[config.mk]
export PLATFORM = sky130hd
export DESIGN_NAME = source_char_tokenizer
export DESIGN_NICKNAME = d
export VERILOG_FILES = /design/src/rtl/sct_pkg.sv /design/src/rtl/sct_front.sv /design/src/rtl/sct_queue.sv /design/src/rtl/sct_back.sv /design/src/rtl/source_char_tokenizer.sv
export SDC_FILE = /design/constraint.sdc
export NUM_CORES = 1
export LEC_CHECK = 0
export ABC_AREA = 1
export BUFFER_PORTS_ARGS = -buffer_cell sky130_fd_sc_hd__buf_4
export CAP_MARGIN = 20
export CELL_PAD_IN_SITES_DETAIL_PLACEMENT = 1
export CELL_PAD_IN_SITES_GLOBAL_PLACEMENT = 2
export CORE_ASPECT_RATIO = 0.75
export CORE_MARGIN = 3
export CORE_UTILIZATION = 45
export CTS_BUF_LIST = sky130_fd_sc_hd__clkbuf_4 sky130_fd_sc_hd__clkbuf_8
export DETAILED_ROUTE_END_ITERATION = 10
export PLACE_DENSITY = 0.94
export SYNTH_ARGS = -nofsm -noshare
export SYNTH_HDL_FRONTEND = slang
export SYNTH_HIERARCHICAL = 1
export SYNTH_SLANG_ARGS = --single-unit
[constraint.sdc]
create_clock -name clk -period 17.4 [get_ports clk]
set_clock_uncertainty 0.2 [all_clocks]
set_input_delay 3.48 -clock clk [delete_from_list [all_inputs] [get_ports clk]]
set_output_delay 3.48 -clock clk [all_outputs]
set_load 0.02 [all_outputs]
[src/rtl/sct_pkg.sv]
// Shared types and constants for the source character tokenizer.
// Used by the front scanner, the token queue, the output stage and the top level.
package sct_pkg;

    localparam int TOKENS_PER_ITEM = 3;
    localparam int QUEUE_DEPTH     = 4;

    localparam logic [4:0] K_LPAREN = 5'd0;
    localparam logic [4:0] K_RPAREN = 5'd1;
    localparam logic [4:0] K_LBRACE = 5'd2;
    localparam logic [4:0] K_RBRACE = 5'd3;
    localparam logic [4:0] K_SEMI   = 5'd4;
    localparam logic [4:0] K_PLUS   = 5'd5;
    localparam logic [4:0] K_MINUS  = 5'd6;
    localparam logic [4:0] K_STAR   = 5'd7;
    localparam logic [4:0] K_SLASH  = 5'd8;
    localparam logic [4:0] K_EQ     = 5'd9;
    localparam logic [4:0] K_EQEQ   = 5'd10;
    localparam logic [4:0] K_LESS   = 5'd11;
    localparam logic [4:0] K_SHL    = 5'd12;
    localparam logic [4:0] K_SHR    = 5'd13;
    localparam logic [4:0] K_AMP    = 5'd14;
    localparam logic [4:0] K_PIPE   = 5'd15;
    localparam logic [4:0] K_CARET  = 5'd16;
    localparam logic [4:0] K_NUMBER = 5'd17;
    localparam logic [4:0] K_IDENT  = 5'd18;
    localparam logic [4:0] K_KW0    = 5'd19;
    localparam logic [4:0] K_EOF    = 5'd25;

    localparam int NUM_KEYWORDS = 6;

    // Keyword text, first character in the lowest byte: let, if, else, while, print, input.
    localparam logic [39:0] KW_TEXT [NUM_KEYWORDS] = '{
        40'h00_0074_656C,
        40'h00_0000_6669,
        40'h00_6573_6C65,
        40'h65_6C69_6877,
        40'h74_6E69_7270,
        40'h74_7570_6E69
    };
    localparam logic [2:0] KW_LEN [NUM_KEYWORDS] = '{3'd3, 3'd2, 3'd4, 3'd5, 3'd5, 3'd5};

    typedef struct packed {
        logic [4:0]  kind;
        logic [15:0] start;
        logic [15:0] len;
        logic [15:0] line;
    } tok_t;

    // One queue entry holds every token that a single input transaction produced.
    typedef struct packed {
        logic [1:0]       count;
        tok_t [2:0]       tok;
    } entry_t;

    typedef struct packed {
        logic empty;
        logic full;
    } q_status_t;

endpackage

[src/rtl/sct_front.sv]
// Front scanner: accepts source bytes, keeps the scan state and builds the tokens of each byte.
// Depends on sct_pkg; feeds sct_queue.
module sct_front
    import sct_pkg::*;
#(
    parameter int POS_W     = 16,
    parameter int POS_CAP   = 65535,
    parameter int KW_CHARS  = 5
)
(
    input  logic       clk,
    input  logic       rst_n,
    input  logic       in_valid,
    output logic       in_ready,
    input  logic [7:0] char_byte,
    input  logic       has_char,
    input  logic       end_of_source,
    input  q_status_t  q_stat,
    output logic       push,
    output entry_t     push_entry
);

    localparam int PF_W = 8 * KW_CHARS;

    localparam logic [7:0] CH_LPAREN = 8'h28;
    localparam logic [7:0] CH_RPAREN = 8'h29;
    localparam logic [7:0] CH_LBRACE = 8'h7B;
    localparam logic [7:0] CH_RBRACE = 8'h7D;
    localparam logic [7:0] CH_SEMI   = 8'h3B;
    localparam logic [7:0] CH_PLUS   = 8'h2B;
    localparam logic [7:0] CH_MINUS  = 8'h2D;
    localparam logic [7:0] CH_STAR   = 8'h2A;
    localparam logic [7:0] CH_SLASH  = 8'h2F;
    localparam logic [7:0] CH_AMP    = 8'h26;
    localparam logic [7:0] CH_PIPE   = 8'h7C;
    localparam logic [7:0] CH_CARET  = 8'h5E;
    localparam logic [7:0] CH_EQ     = 8'h3D;
    localparam logic [7:0] CH_LT     = 8'h3C;
    localparam logic [7:0] CH_GT     = 8'h3E;
    localparam logic [7:0] CH_NL     = 8'h0A;

    typedef enum logic [2:0] {M_IDLE, M_EQ, M_LT, M_GT, M_NUM, M_ID} mode_t;

    typedef struct packed {
        logic valid;
        tok_t tok;
    } flush_t;

    mode_t              mode_reg, mode_next;
    logic [POS_W-1:0]   start_reg, start_next;
    logic [POS_W-1:0]   pos_reg, pos_next;
    logic [15:0]        line_reg, line_next;
    logic [PF_W-1:0]    prefix_reg, prefix_next;
    logic [15:0]        runlen_reg, runlen_next;

    tok_t [2:0]         toks;
    logic [1:0]         cnt;
    logic               consumed;
    logic               is_digit;
    logic               is_alpha;
    logic [4:0]         punct_kind;
    logic               is_punct;
    flush_t             fl;
    logic               accept;

    function automatic logic [4:0] ident_kind(logic [15:0] rl, logic [PF_W-1:0] pf);
        logic [4:0] kind;
        kind = K_IDENT;
        for (int k = 0; k < NUM_KEYWORDS; k++) begin
            if (rl == 16'(KW_LEN[k]) && pf == PF_W'(KW_TEXT[k])) begin
                kind = K_KW0 + 5'(k);
            end
        end
        return kind;
    endfunction

    function automatic flush_t flush_tok(mode_t m, logic [POS_W-1:0] st, logic [15:0] rl,
                                         logic [PF_W-1:0] pf, logic [15:0] ln);
        flush_t f;
        f.valid     = 1'b1;
        f.tok.start = 16'(st);
        f.tok.line  = ln;
        f.tok.len   = 16'd1;
        f.tok.kind  = K_EQ;
        unique case (m)
            M_EQ:  f.tok.kind = K_EQ;
            M_LT:  f.tok.kind = K_LESS;
            M_NUM:
            begin
                f.tok.kind = K_NUMBER;
                f.tok.len  = rl;
            end
            M_ID:
            begin
                f.tok.kind = ident_kind(rl, pf);
                f.tok.len  = rl;
            end
            default: f.valid = 1'b0;
        endcase
        return f;
    endfunction

    assign is_digit = (char_byte >= 8'h30) && (char_byte <= 8'h39);
    assign is_alpha = ((char_byte >= 8'h61) && (char_byte <= 8'h7A)) ||
                      ((char_byte >= 8'h41) && (char_byte <= 8'h5A));

    always_comb
    begin
        is_punct   = 1'b1;
        punct_kind = K_LPAREN;
        unique case (char_byte)
            CH_LPAREN: punct_kind = K_LPAREN;
            CH_RPAREN: punct_kind = K_RPAREN;
            CH_LBRACE: punct_kind = K_LBRACE;
            CH_RBRACE: punct_kind = K_RBRACE;
            CH_SEMI:   punct_kind = K_SEMI;
            CH_PLUS:   punct_kind = K_PLUS;
            CH_MINUS:  punct_kind = K_MINUS;
            CH_STAR:   punct_kind = K_STAR;
            CH_SLASH:  punct_kind = K_SLASH;
            CH_AMP:    punct_kind = K_AMP;
            CH_PIPE:   punct_kind = K_PIPE;
            CH_CARET:  punct_kind = K_CARET;
            default:   is_punct = 1'b0;
        endcase
    end

    assign in_ready = !q_stat.full;
    assign accept   = in_valid && in_ready;

    always_comb
    begin
        mode_next   = mode_reg;
        start_next  = start_reg;
        pos_next    = pos_reg;
        line_next   = line_reg;
        prefix_next = prefix_reg;
        runlen_next = runlen_reg;
        toks        = '0;
        cnt         = 2'd0;
        consumed    = 1'b0;
        fl          = '0;

        if (has_char) begin
            case (mode_reg)
                M_EQ, M_LT, M_GT:
                begin
                    if ((mode_reg == M_EQ && char_byte == CH_EQ) ||
                        (mode_reg == M_LT && char_byte == CH_LT) ||
                        (mode_reg == M_GT && char_byte == CH_GT)) begin
                        toks[cnt].kind  = (mode_reg == M_EQ) ? K_EQEQ :
                                          (mode_reg == M_LT) ? K_SHL : K_SHR;
                        toks[cnt].start = 16'(start_reg);
                        toks[cnt].len   = 16'd2;
                        toks[cnt].line  = line_next;
                        cnt       = cnt + 2'd1;
                        mode_next = M_IDLE;
                        consumed  = 1'b1;
                    end
                end
                M_NUM:
                begin
                    if (is_digit) begin
                        if (runlen_reg != 16'hFFFF) runlen_next = runlen_reg + 16'd1;
                        consumed = 1'b1;
                    end
                end
                M_ID:
                begin
                    if (is_digit || is_alpha) begin
                        for (int i = 0; i < KW_CHARS; i++) begin
                            if (runlen_reg == 16'(i)) prefix_next[8*i +: 8] = char_byte;
                        end
                        if (runlen_reg != 16'hFFFF) runlen_next = runlen_reg + 16'd1;
                        consumed = 1'b1;
                    end
                end
                default: ;
            endcase

            if (!consumed) begin
                fl = flush_tok(mode_reg, start_reg, runlen_reg, prefix_reg, line_reg);
                if (fl.valid) begin
                    toks[cnt] = fl.tok;
                    cnt       = cnt + 2'd1;
                end
                mode_next = M_IDLE;
                if (is_punct) begin
                    toks[cnt].kind  = punct_kind;
                    toks[cnt].start = 16'(pos_reg);
                    toks[cnt].len   = 16'd1;
                    toks[cnt].line  = line_reg;
                    cnt = cnt + 2'd1;
                end else if (char_byte == CH_EQ || char_byte == CH_LT || char_byte == CH_GT ||
                             is_digit) begin
                    mode_next   = (char_byte == CH_EQ) ? M_EQ :
                                  (char_byte == CH_LT) ? M_LT :
                                  (char_byte == CH_GT) ? M_GT : M_NUM;
                    start_next  = pos_reg;
                    runlen_next = 16'd1;
                    prefix_next = '0;
                end else if (is_alpha) begin
                    mode_next   = M_ID;
                    start_next  = pos_reg;
                    runlen_next = 16'd1;
                    prefix_next = PF_W'(char_byte);
                end else if (char_byte == CH_NL) begin
                    if (line_reg != 16'hFFFF) line_next = line_reg + 16'd1;
                end
            end

            if (pos_reg < POS_W'(POS_CAP)) pos_next = pos_reg + 1'b1;
        end

        if (end_of_source) begin
            fl = flush_tok(mode_next, start_next, runlen_next, prefix_next, line_next);
            if (fl.valid) begin
                toks[cnt] = fl.tok;
                cnt       = cnt + 2'd1;
            end
            toks[cnt].kind  = K_EOF;
            toks[cnt].start = 16'(pos_next);
            toks[cnt].len   = 16'd0;
            toks[cnt].line  = line_next;
            cnt = cnt + 2'd1;

            mode_next   = M_IDLE;
            start_next  = '0;
            pos_next    = '0;
            line_next   = 16'd1;
            prefix_next = '0;
            runlen_next = 16'd0;
        end
    end

    assign push             = accept && (cnt != 2'd0);
    assign push_entry.count = cnt;
    assign push_entry.tok   = toks;

    always_ff @(posedge clk or negedge rst_n)
    begin
        if (!rst_n) begin
            mode_reg   <= M_IDLE;
            start_reg  <= '0;
            pos_reg    <= '0;
            line_reg   <= 16'd1;
            prefix_reg <= '0;
            runlen_reg <= 16'd0;
        end else if (accept) begin
            mode_reg   <= mode_next;
            start_reg  <= start_next;
            pos_reg    <= pos_next;
            line_reg   <= line_next;
            prefix_reg <= prefix_next;
            runlen_reg <= runlen_next;
        end
    end

endmodule

[src/rtl/sct_queue.sv]
// Small queue of token groups between the front scanner and the output stage.
// Depends on sct_pkg.
module sct_queue
    import sct_pkg::*;
(
    input  logic      clk,
    input  logic      rst_n,
    input  logic      push,
    input  entry_t    push_entry,
    input  logic      pop,
    output entry_t    head,
    output q_status_t q_stat
);

    localparam int AW = $clog2(QUEUE_DEPTH);

    entry_t         store [QUEUE_DEPTH];
    logic [AW-1:0]  wr_ptr_reg, wr_ptr_next;
    logic [AW-1:0]  rd_ptr_reg, rd_ptr_next;
    logic [AW:0]    fill_reg, fill_next;

    assign q_stat.empty = (fill_reg == '0);
    assign q_stat.full  = (fill_reg == (AW+1)'(QUEUE_DEPTH));
    assign head         = store[rd_ptr_reg];

    always_comb
    begin
        wr_ptr_next = push ? wr_ptr_reg + 1'b1 : wr_ptr_reg;
        rd_ptr_next = pop ? rd_ptr_reg + 1'b1 : rd_ptr_reg;
        fill_next   = fill_reg + (AW+1)'(push) - (AW+1)'(pop);
    end

    always_ff @(posedge clk)
    begin
        if (push) store[wr_ptr_reg] <= push_entry;
    end

    always_ff @(posedge clk or negedge rst_n)
    begin
        if (!rst_n) begin
            wr_ptr_reg <= '0;
            rd_ptr_reg <= '0;
            fill_reg   <= '0;
        end else begin
            wr_ptr_reg <= wr_ptr_next;
            rd_ptr_reg <= rd_ptr_next;
            fill_reg   <= fill_next;
        end
    end

endmodule

[src/rtl/sct_back.sv]
// Output stage: walks the tokens of the head queue entry and presents them one per transaction.
// Depends on sct_pkg; reads from sct_queue.
module sct_back
    import sct_pkg::*;
(
    input  logic      clk,
    input  logic      rst_n,
    input  entry_t    head,
    input  q_status_t q_stat,
    output logic      pop,
    output logic      out_valid,
    input  logic      out_ready,
    output tok_t      out_tok,
    output logic      out_last
);

    logic [1:0] idx_reg, idx_next;
    logic       valid_reg, valid_next;
    tok_t       tok_reg, tok_next;
    logic       last_reg, last_next;
    logic       load;
    logic       head_last;

    assign load      = !valid_reg || out_ready;
    assign head_last = (idx_reg == head.count - 2'd1);
    assign pop       = load && !q_stat.empty && head_last;

    always_comb
    begin
        idx_next   = idx_reg;
        valid_next = valid_reg;
        tok_next   = tok_reg;
        last_next  = last_reg;
        if (load) begin
            valid_next = !q_stat.empty;
            if (!q_stat.empty) begin
                tok_next  = head.tok[idx_reg];
                last_next = head_last;
                idx_next  = head_last ? 2'd0 : idx_reg + 2'd1;
            end
        end
    end

    always_ff @(posedge clk or negedge rst_n)
    begin
        if (!rst_n) begin
            idx_reg   <= 2'd0;
            valid_reg <= 1'b0;
        end else begin
            idx_reg   <= idx_next;
            valid_reg <= valid_next;
        end
    end

    always_ff @(posedge clk)
    begin
        tok_reg  <= tok_next;
        last_reg <= last_next;
    end

    assign out_valid = valid_reg;
    assign out_tok   = tok_reg;
    assign out_last  = last_reg;

endmodule

[src/rtl/source_char_tokenizer.sv]
// Source character tokenizer: a byte stream in, a token stream out.
// One source byte is accepted per cycle while the four-entry token queue has room; the
// scanner puts every token of a byte into one queue entry. The output side sends one
// token per cycle while m_tready is held high, so a byte that yields two or three
// tokens (a finished run, a punctuation mark, the EOF token) holds the output port for
// each of its tokens in turn, and the output port's one token per cycle sets the
// sustained rate. A token passes through its queue entry and then the output register
// before it appears at the output. Depends on sct_pkg, sct_front, sct_queue and sct_back.
module source_char_tokenizer
    import sct_pkg::*;
#(
    parameter int MAX_SOURCE_BYTES = 65536,
    parameter int KEYWORD_CHARS    = 5
)
(
    input  logic        clk,
    input  logic        rst_n,
    input  logic        s_tvalid,
    output logic        s_tready,
    input  logic [7:0]  s_tdata,   // char_byte
    input  logic        s_tuser,   // has_char
    input  logic        s_tlast,   // end_of_source
    output logic        m_tvalid,
    input  logic        m_tready,
    output logic [47:0] m_tdata,   // start_offset, token_length, line_number
    output logic [4:0]  m_tuser,   // token_kind
    output logic        m_tlast    // last_in_run
);

    localparam int POS_CAP = (MAX_SOURCE_BYTES - 1 > 65535) ? 65535 : MAX_SOURCE_BYTES - 1;
    localparam int POS_W   = $clog2(POS_CAP + 1);

    q_status_t q_stat;
    logic      push;
    entry_t    push_entry;
    logic      pop;
    entry_t    head;
    tok_t      out_tok;

    sct_front #(
        .POS_W    (POS_W),
        .POS_CAP  (POS_CAP),
        .KW_CHARS (KEYWORD_CHARS)
    ) u_front (
        .clk           (clk),
        .rst_n         (rst_n),
        .in_valid      (s_tvalid),
        .in_ready      (s_tready),
        .char_byte     (s_tdata),
        .has_char      (s_tuser),
        .end_of_source (s_tlast),
        .q_stat        (q_stat),
        .push          (push),
        .push_entry    (push_entry)
    );

    sct_queue u_queue (
        .clk        (clk),
        .rst_n      (rst_n),
        .push       (push),
        .push_entry (push_entry),
        .pop        (pop),
        .head       (head),
        .q_stat     (q_stat)
    );

    sct_back u_back (
        .clk       (clk),
        .rst_n     (rst_n),
        .head      (head),
        .q_stat    (q_stat),
        .pop       (pop),
        .out_valid (m_tvalid),
        .out_ready (m_tready),
        .out_tok   (out_tok),
        .out_last  (m_tlast)
    );

    assign m_tdata = {out_tok.line, out_tok.len, out_tok.start};
    assign m_tuser = out_tok.kind;

`ifndef SYNTHESIS
    // The EOF token always closes the tokens of its byte and carries no characters.
    a_eof_last: assert property (@(posedge clk) disable iff (!rst_n)
        m_tvalid && m_tuser == K_EOF |-> m_tlast && m_tdata[31:16] == 16'd0)
        else $error("EOF token without last flag or with nonzero length");

    // No token kind beyond EOF is ever produced.
    a_kind_range: assert property (@(posedge clk) disable iff (!rst_n)
        m_tvalid |-> m_tuser <= K_EOF)
        else $error("token kind out of range");

    // Every transaction pushed into the queue carries at least one token and never
    // lands on a full queue.
    a_push_ok: assert property (@(posedge clk) disable iff (!rst_n)
        push |-> push_entry.count != 2'd0 && !q_stat.full)
        else $error("bad queue push");
`endif

endmodule
# Word-level counts from Yosys, hierarchy flattened
# Memory sizes are Yosys's and may differ from the RTL's.
# Cells that the tools add are included.
# word_totals
memories	1
latch_bits	0
out_inout_bits	56
rom_bits	0
register_bits	171
ram_bits	644
elab_cells	290
input_bits	14
# classes
order_cmp	16
n_mux	146
n_addsub	13
n_reduce_logical	47
n_div	0
n_eq_ne	50
mul	0
n_shift	0
bitwise_logic	1
# mem_list
name	depth	word_bits	read_ports	rd_clocked_by_memory_dff	wr	line	rtl
u_queue.store	4	161	1	0	1	sct_queue.sv:17	entry_t store [QUEUE_DEPTH];
# op_table
op	n
bitwise mux 159 bit	10
2-to-1 mux 159 bit	9
demux 53 bit (select 2 bit)	10
2-to-1 mux 16 bit	33
2-to-1 mux 53 bit	8
2-to-1 mux 40 bit	8
equality test 40 x 39 -> 1 bit (second input constant)	6
binary-select mux 53 bit (select 2 bit)	1
2-to-1 mux 48 bit	2
equality test 8 x 6 -> 1 bit (second input constant)	11
equality test 40 x 15 -> 1 bit (second input constant)	2
equality test 40 x 23 -> 1 bit (second input constant)	2
equality test 40 x 31 -> 1 bit (second input constant)	2
equality test 16 x 2 -> 1 bit (second input constant)	4
equality test 16 x 3 -> 1 bit (second input constant)	4
2-to-1 mux 32 bit	2
2-to-1 mux 3 bit	19
case mux 5 bit (11 select lines)	1
adder 16 x 1 -> 16 bit (second input constant)	3
2-to-1 mux 8 bit	5
equality test 8 x 7 -> 1 bit (second input constant)	4
!= test 16 bit (second input constant)	2
case mux 16 bit (2 select lines)	1
case mux 5 bit (3 select lines)	2
other kinds (34)	122

# Longest topological paths before layout
# Gate-level depths: netlist (run 1).
# depth
word_depth	31
depth_mapped	29
depth_no_buf	28

# Modules after synthesis
# The synthesis (run 1) kept the hierarchy.
# modules_own_cells
mod	area_per_inst_um2	seq_area_each_um2	n_inst	cells_per_inst
sct_queue	27493.9	19513.7	1	2568
sct_front	12187.9	2678.8	1	2033
sct_back	3266.9	1696.6	1	329

# Worst setup path before layout (run 1)
# Ideal clock, no wire load.
# synth_timing
kind	input -> register
startpoint	in s_tdata[3]
endpoint	mem u_queue/store[2][0] in the netlist's numbering (enable)
setup_time_ps	514
path_buffers	3
arrival_time_ps	10151
required_time_ps	16686
slack_ps	6535
cell_stages	26
path_cell_list	buf_2 nand2_2 inv_2 nand2_2 nor2_2 nand2_1 nand2_1 inv_2 nand2_4 inv_2 clkbuf_1 ha_1 nand2_1 o21ai_0 nor2_1 inv_1 ha_1 or2_2 o21ai_0 ha_1 o21ai_0 o21ai_1 inv_1 clkbuf_1 nand2_1 inv_1
# synth_lines
element	line	rtl
start, declared	source_char_tokenizer.sv:20	input logic [7:0] s_tdata,
end, declared	sct_queue.sv:17	

==> qor.yml, run 1 <==
global_routing:
  antenna_found_initial: 4
  grt_first_pass_wirelength_um: 220000
  track_usage: 0.290
  overflow: 0
  grt_pass1_vias: 36400
  grt_max_degree: 113
floorplanning:
  core_area_um2: 94100
  die_h_um: 274
  num_rows: 97
  die-area_um2: 99200
  start_util: 0.457
  ios: 70
  fp.dieW_um: 363
timing:
  fin_tns_setup_ns: 0
  layout_setup_ws_ns: 6.81
  finalHoldViolCount: 0
  setup_viol: 0
  rsz0062_at_grt: "false"
  final_max_slew_viol_count: 0
  fin_crit_sh: 0.608
  worst_pin_slew_ns: 1.15
  period_needed_ns: 10.59
  max_freq_mhz: 94.5
  hold_ws_ns: 0.322
  max_slew_margin: 0.225
clocking:
  tritoncts: "yes"
  cts-htree-levels: 4
  holdBufCountCts: 0
  worstSkewPairLatency_ns: 0.81
  cts_sinks: 815
  cts.repair.resized: 0
  postCtsSetupBuffers: 0
  clkTransAtPathRegs_ns: 0.06
  cts_root_buf: "clkbuf_8"
  max-clock-path-buffers: 3
  cts_buffers: 135
worst_hold_path:
  holdCritPathClass: "reg2reg"
  whs_path_depth: 2
  holdCritStartpoint: "u_queue/fill_reg[2]"
  whs_endpoint: "u_back/out_valid"
worst_setup_path:
  arrival_ns: 10.79
  timing.rr.start: "u_front/mode_reg[0]"
  regToRegEndpoint: "u_queue/store[0][25]"
  crit_fanout: 75
  r2r_slack_ns: 9.64
  startpoint_type: "primary input"
  end_kind: "flip-flop"
  required_ns: 17.60
  ff2ff_path_depth: 25
  criticalPathCategory: "in2reg"
yosys:
  synth-edff-count: 698
  synth_nets: 4965
  ys_seq_elements: 815
  yosys-top-cells-area: "edfxtp_1 (49%), nand2_1 (11%), inv_1 (7.9%)"
  synth.largest_area_cell: "edfxtp_1"
  ys.flop_type: "edfxtp_1"
  avgSynthCellArea_um2: 8.71
  synth_top_area_frac: 0.488
  synthCells: 4930
  syn-cell-area_um2: 42900
  yosys-top-cells-count: "nand2_1 (1,293), inv_1 (901), edfxtp_1 (698), nand3_1 (514), nor2_1 (298)"
  yosys_warnings: 6
  async_reset_ff_frac: 0.144
  yosysMostFrequentCell: "nand2_1"
  synth_seq_area_share: 0.556
  yosysUniqueCellTypes: 59
pwr:
  p_per_area_nw_per_um2: 143
  switching_share: 0.403
  seqPwrFrac: 0.395
  p_switching_mw: 2.69
  p_comb_frac: 0.354
  ir_drop_v: 0.000111
  clkPwrFrac: 0.251
  p_leak_nw: 20.3
  internal-power_mw: 3.99
  total_power_mw: 6.68
route:
  drc: 0
  wl_met1_um: 64100
  wl_met2_um: 64400
  route.met3.wl_um: 12400
  ant_nets: 0
  firstDrtPassIters: 5
  top_layer: "met5"
  vias: 35400
  drt_iter0_drc: 3626
  routedWlPerCell_um: 23.1
  wl_um: 145000
  viasPerCell: 5.64
final_layout:
  final_area_um2: 46600
  nets: 4964
  syn2layout_area_growth_pct: 8.48
  largest_reg_flops: 644
  post-route-util: 0.495
  drive_gt1_frac: 0.0981
  final_cells: 6267
  fill_cells: 11100
run_status:
  outcome: "complete, no violations"
placed_design:
  dp.cells: 6029
  place.gp.congestion: 0.928
  io_buffers: 69
  dp_hpwl_um: 92800
  dpl-instance-area_um2: 44000
  pre_cts_slack_ns: 6.17
flow_run:
  cap_violations: 0
-- worst max-delay path by stage --
stage | startpoint | to | slack (ns) | depth (start not counted)
2_1_floorplan | s_tdata[3] | u_queue/store[2][0] | 6.53 | 26
3_3_place_gp | s_tdata[6] | u_queue/store[0][130] | 6.27 | 24
3_5_place_dp | s_tdata[6] | u_queue/store[0][24] | 6.17 | 24
4_1_cts | s_tdata[6] | u_queue/store[0][21] | 6.99 | 24
5_1_grt | s_tdata[6] | u_queue/store[0][25] | 6.36 | 24
6_report | s_tdata[6] | u_queue/store[0][25] | 6.81 | 24
-- metal layers --
metal	GRT usage	up-vias
li1	-	16100
met1	0.404	17600
met2	0.455	1381
met3	0.0662	254
met4	0.0849	2
met5	0	-
-- cells by family (layout without fill, tap and decap cells) --
kind of cell | count (synthesis) | after routing | share of synthesized area
adders and majority gates | 21 | 21 | 0.00629
muxes | 4 | 4 | 0.000932
buffers and inverters | 1193 | 1289 | 0.116
AOI/OAI and AO/OA | 550 | 550 | 0.0808
other | 0 | 4 | 0
and+or+nand+nor | 2315 | 2315 | 0.233
xor gates and xnor gates | 32 | 32 | 0.00653
DFF | 815 | 815 | 0.556
-- area by class of cell --
type                    instances  area (um2)  share of cell area
flip-flops and latches        815       23900               0.513
multi-input cells            2922       14100               0.303
inverters                     939        3560              0.0765
clock buffers                 188        2310              0.0495
well taps                    1237        1550              0.0332
repair buffers                116         875              0.0188
clock inverters                46         284             0.00610
diodes                          4        10.0            0.000215
-- cells in the final DEF, fill, tap and decap left out, types with 5 or more instances in the layout --
cell type and count:
clkinvlp_4 6, nand3_2 37, nor2_4 5, o21ai_2 32
a31oi_1 13, o221ai_1 27, nor2_2 12, clkbuf_4 45
o21ai_1 78, nand2_1 1293, o32ai_1 12, o2111ai_1 6
inv_2 26, o41ai_2 9, dfrtp_1 112, a21oi_1 38
nand2_2 17, clkbuf_8 143, nand4_1 72, o22ai_1 156
buf_4 115, clkinv_1 32, edfxtp_1 698, ha_1 20
xor2_1 32, nor3_1 32, inv_6 5, nand3_1 514
nand3b_1 7, nor2_1 296, inv_1 895, o21ai_0 146
nor4_1 19, clkinv_2 13, o211ai_1 13
-- power by group through the flow --
stage	Clock [mW]	Sequential, mW	Combinational [mW]
after CTS	1.71	2.64	2.36
after global routing	1.80	2.66	2.60
after floorplan	0	2.71	1.57
after detailed placement	0	2.68	2.35
final	1.68	2.64	2.37
after global placement	0	2.66	2.29
-- worst max-delay path: stages --
cell and delay (ns):
buf_4 0.10, inv_2 0.08, nor2_1 0.28, nand3_2 0.35
o21ai_4 0.61, a21oi_4 0.41, nand3_2 0.31, inv_2 0.06
nand2_1 0.07, o21ai_2 0.09, nor2_2 0.81, nor2_4 0.08
nand2_4 0.15, inv_1 0.05, or2_2 0.27, o21ai_0 0.15
ha_1 0.29, o21ai_0 0.44, o21ai_1 0.14, inv_1 0.22
nand2_1 0.14, clkinv_4 0.63, buf_4 0.71, buf_4 0.76
No activity file was read; power rests on OpenSTA's default activity.
==> run 2, diff against run 1 <==
CORE_UTILIZATION = 41   (was 45)
PLACE_DENSITY = 0.87   (was 0.94)
clock period = 10.8 ns   (was 17.4 ns; I/O delays follow)
==> qor.yml, run 2 (synthesized netlist as in run 1, its figures left out) <==
global_routing:
  antenna_found_initial: 2  # -2
  grt_pass1_vias: 36100  # -0.80%
  track_usage: 0.269  # -0.0210
  grt_first_pass_wirelength_um: 224000  # +1.9%
  overflow: 0  # unchanged
  grt_max_degree: 146  # +29%
worst_setup_path:
  crit_fanout: 28  # -63%
  startpoint_type: "primary input"
  required_ns: 11.15  # -6.45 ns
  r2r_slack_ns: 3.39  # -6.25 ns
  arrival_ns: 8.49  # -2.30 ns
  criticalPathCategory: "in2reg"
  end_kind: "flip-flop"
  regToRegEndpoint: "u_queue/store[3][87]"
  endpoint: "u_queue/store[3][87]"
  crit_start: "s_tdata[6]"
  ff2ff_path_depth: 21  # -16%
  timing.rr.start: "u_front/mode_reg[1]"
timing:
  final_max_slew_viol_count: 0  # unchanged
  worst_pin_slew_ns: 1.13  # -0.0251 ns
  finalHoldViolCount: 0  # unchanged
  fin_crit_sh: 0.754
  setup_viol: 0  # unchanged
  period_needed_ns: 8.14
  max_freq_mhz: 123
  rsz0062_at_grt: "false"
  hold_ws_ns: 0.357  # +0.0343 ns
  fin_tns_setup_ns: 0  # unchanged
  max_slew_margin: 0.249  # +0.0238
final_layout:
  multi_input_area_um2: 14100  # about the same
  seq_area_um2: 23900  # unchanged
  post-route-util: 0.454  # -0.0409
  drive_gt1_frac: 0.101  # +0.00278
  largest_reg_flops: 644  # unchanged
  nets: 4973  # +0.18%
  fill_cells: 12100  # +8.9%
  final_common_cell: "nand2_1"
  syn2layout_area_growth_pct: 9.53
  layout_common_cells: "nand2_1 (1,293), inv_1 (895), edfxtp_1 (698), nand3_1 (514), nor2_1 (296)"
  final_cells: 6453  # +3.0%
clocking:
  cts_buffers: 141  # +4.4%
  clkTransAtPathRegs_ns: 0.06  # about the same
  max-clock-path-buffers: 3  # unchanged
  cts.repair.resized: 0  # unchanged
  cts_sinks: 815  # unchanged
  cts-htree-levels: 4  # unchanged
  holdBufCountCts: 0  # unchanged
  worstSkewPairLatency_ns: 0.85  # +0.04 ns
  tritoncts: "yes"
  cts_root_buf: "clkbuf_8"
  postCtsSetupBuffers: 0  # unchanged
pwr:
  ir_drop_v: 0.000233  # +110%
  p_per_area_nw_per_um2: 232  # +62%
  p_leak_nw: 20.5  # +0.64%
placed_design:
  dp_hpwl_um: 94400  # +1.7%
  dp.cells: 6198  # +2.8%
  io_buffers: 69  # unchanged
  place.gp.congestion: 0.924  # -0.42%
floorplanning:
  num_rows: 102  # +5.2%
  die_h_um: 286  # +4.7%
  core_area_um2: 104000  # +10%
  die-area_um2: 109000  # +9.6%
  fp.dieW_um: 380  # +4.7%
  ios: 70  # unchanged
  start_util: 0.415  # -0.0417
route:
  vias: 35500  # +0.40%
  viasPerCell: 5.50  # -2.5%
  drt_iter0_drc: 3374  # -6.9%
  routedWlPerCell_um: 22.9  # -0.72%
  wl_um: 148000  # +2.2%
  drc: 0  # unchanged
  firstDrtPassIters: 8  # +3
  ant_nets: 0  # unchanged
flow_run:
  cap_violations: 0  # unchanged
run_status:
  outcome: "complete, no violations"
worst_hold_path:
  holdCritPathClass: "reg2reg"
run 2: worst min-delay path by stage:
stage,depth (start not counted),end,slack (ns),start
after floorplan,2,u_back/out_valid,0.28,u_queue/fill_reg[2]
after global placement,1,u_queue/wr_ptr_reg[0],0.32,u_queue/wr_ptr_reg[0]
after detailed placement,1,u_queue/wr_ptr_reg[0],0.34,u_queue/wr_ptr_reg[0]
after CTS,1,u_queue/wr_ptr_reg[0],0.35,u_queue/wr_ptr_reg[0]
after global routing,1,u_queue/wr_ptr_reg[0],0.38,u_queue/wr_ptr_reg[0]
final,1,u_queue/wr_ptr_reg[0],0.36,u_queue/wr_ptr_reg[0]
run 2: per-layer routing:
metal	vias to the layer above	share of wire	global-route usage	wire [um]
li1	16200	-	-	-
met1	17900	0.46	0.389	68400
met2	1252	0.44	0.412	65400
met3	232	0.073	0.0550	10700
met4	0	0.023	0.0716	3380
met5	-	0	0	0
run 2: through the flow:
| stage | power (mW) | setup WS, ns | instance area [um2] |
|---|---|---|---|
| after detailed placement | 8.12 | 1.98 | 44300 |
| after floorplan | 6.90 | 1.25 | 42900 |
| after CTS | 11.0 | 2.89 | 47000 |
| after global routing | 11.6 | 2.34 | 47000 |
| final | 10.9 | 2.66 | 47000 |
| after global placement | 8.04 | 2.17 | 44300 |
run 2: critical path, cell delays in order:
cell and delay [ns]:
buf_4 0.09, inv_2 0.09, nand2_1 0.13, nor2_1 0.09, nand2_1 0.07, nand2_1 0.06
nand2_2 0.26, o21ai_4 0.25, a21oi_4 0.89, nand3_2 0.39, inv_2 0.16, nand2_1 0.07
o21ai_2 0.14, nor2_2 0.05, buf_4 0.23, nor2_4 0.15, nand2_4 0.10, xor2_1 0.30
inv_1 0.08, ha_1 0.22, inv_1 0.53, nand2_1 0.18, nand2_2 0.64, inv_2 0.47
o41ai_1 0.64
run 2: power by group:
part           total (mW)  internal (mW)  switching [mW]
Sequential           4.21           4.02           0.187
Combinational        3.89          0.998            2.89
Clock                2.81           1.49            1.32
run 2: cell type report:
class	instances	share of cell area
antenna	3	0.000160
clock buffer	199	0.0516
clock inverter	52	0.00636
inverter	939	0.0760
multi-input combinational	2922	0.300
sequential	815	0.508
tap	1404	0.0373
timing repair buffer	119	0.0206
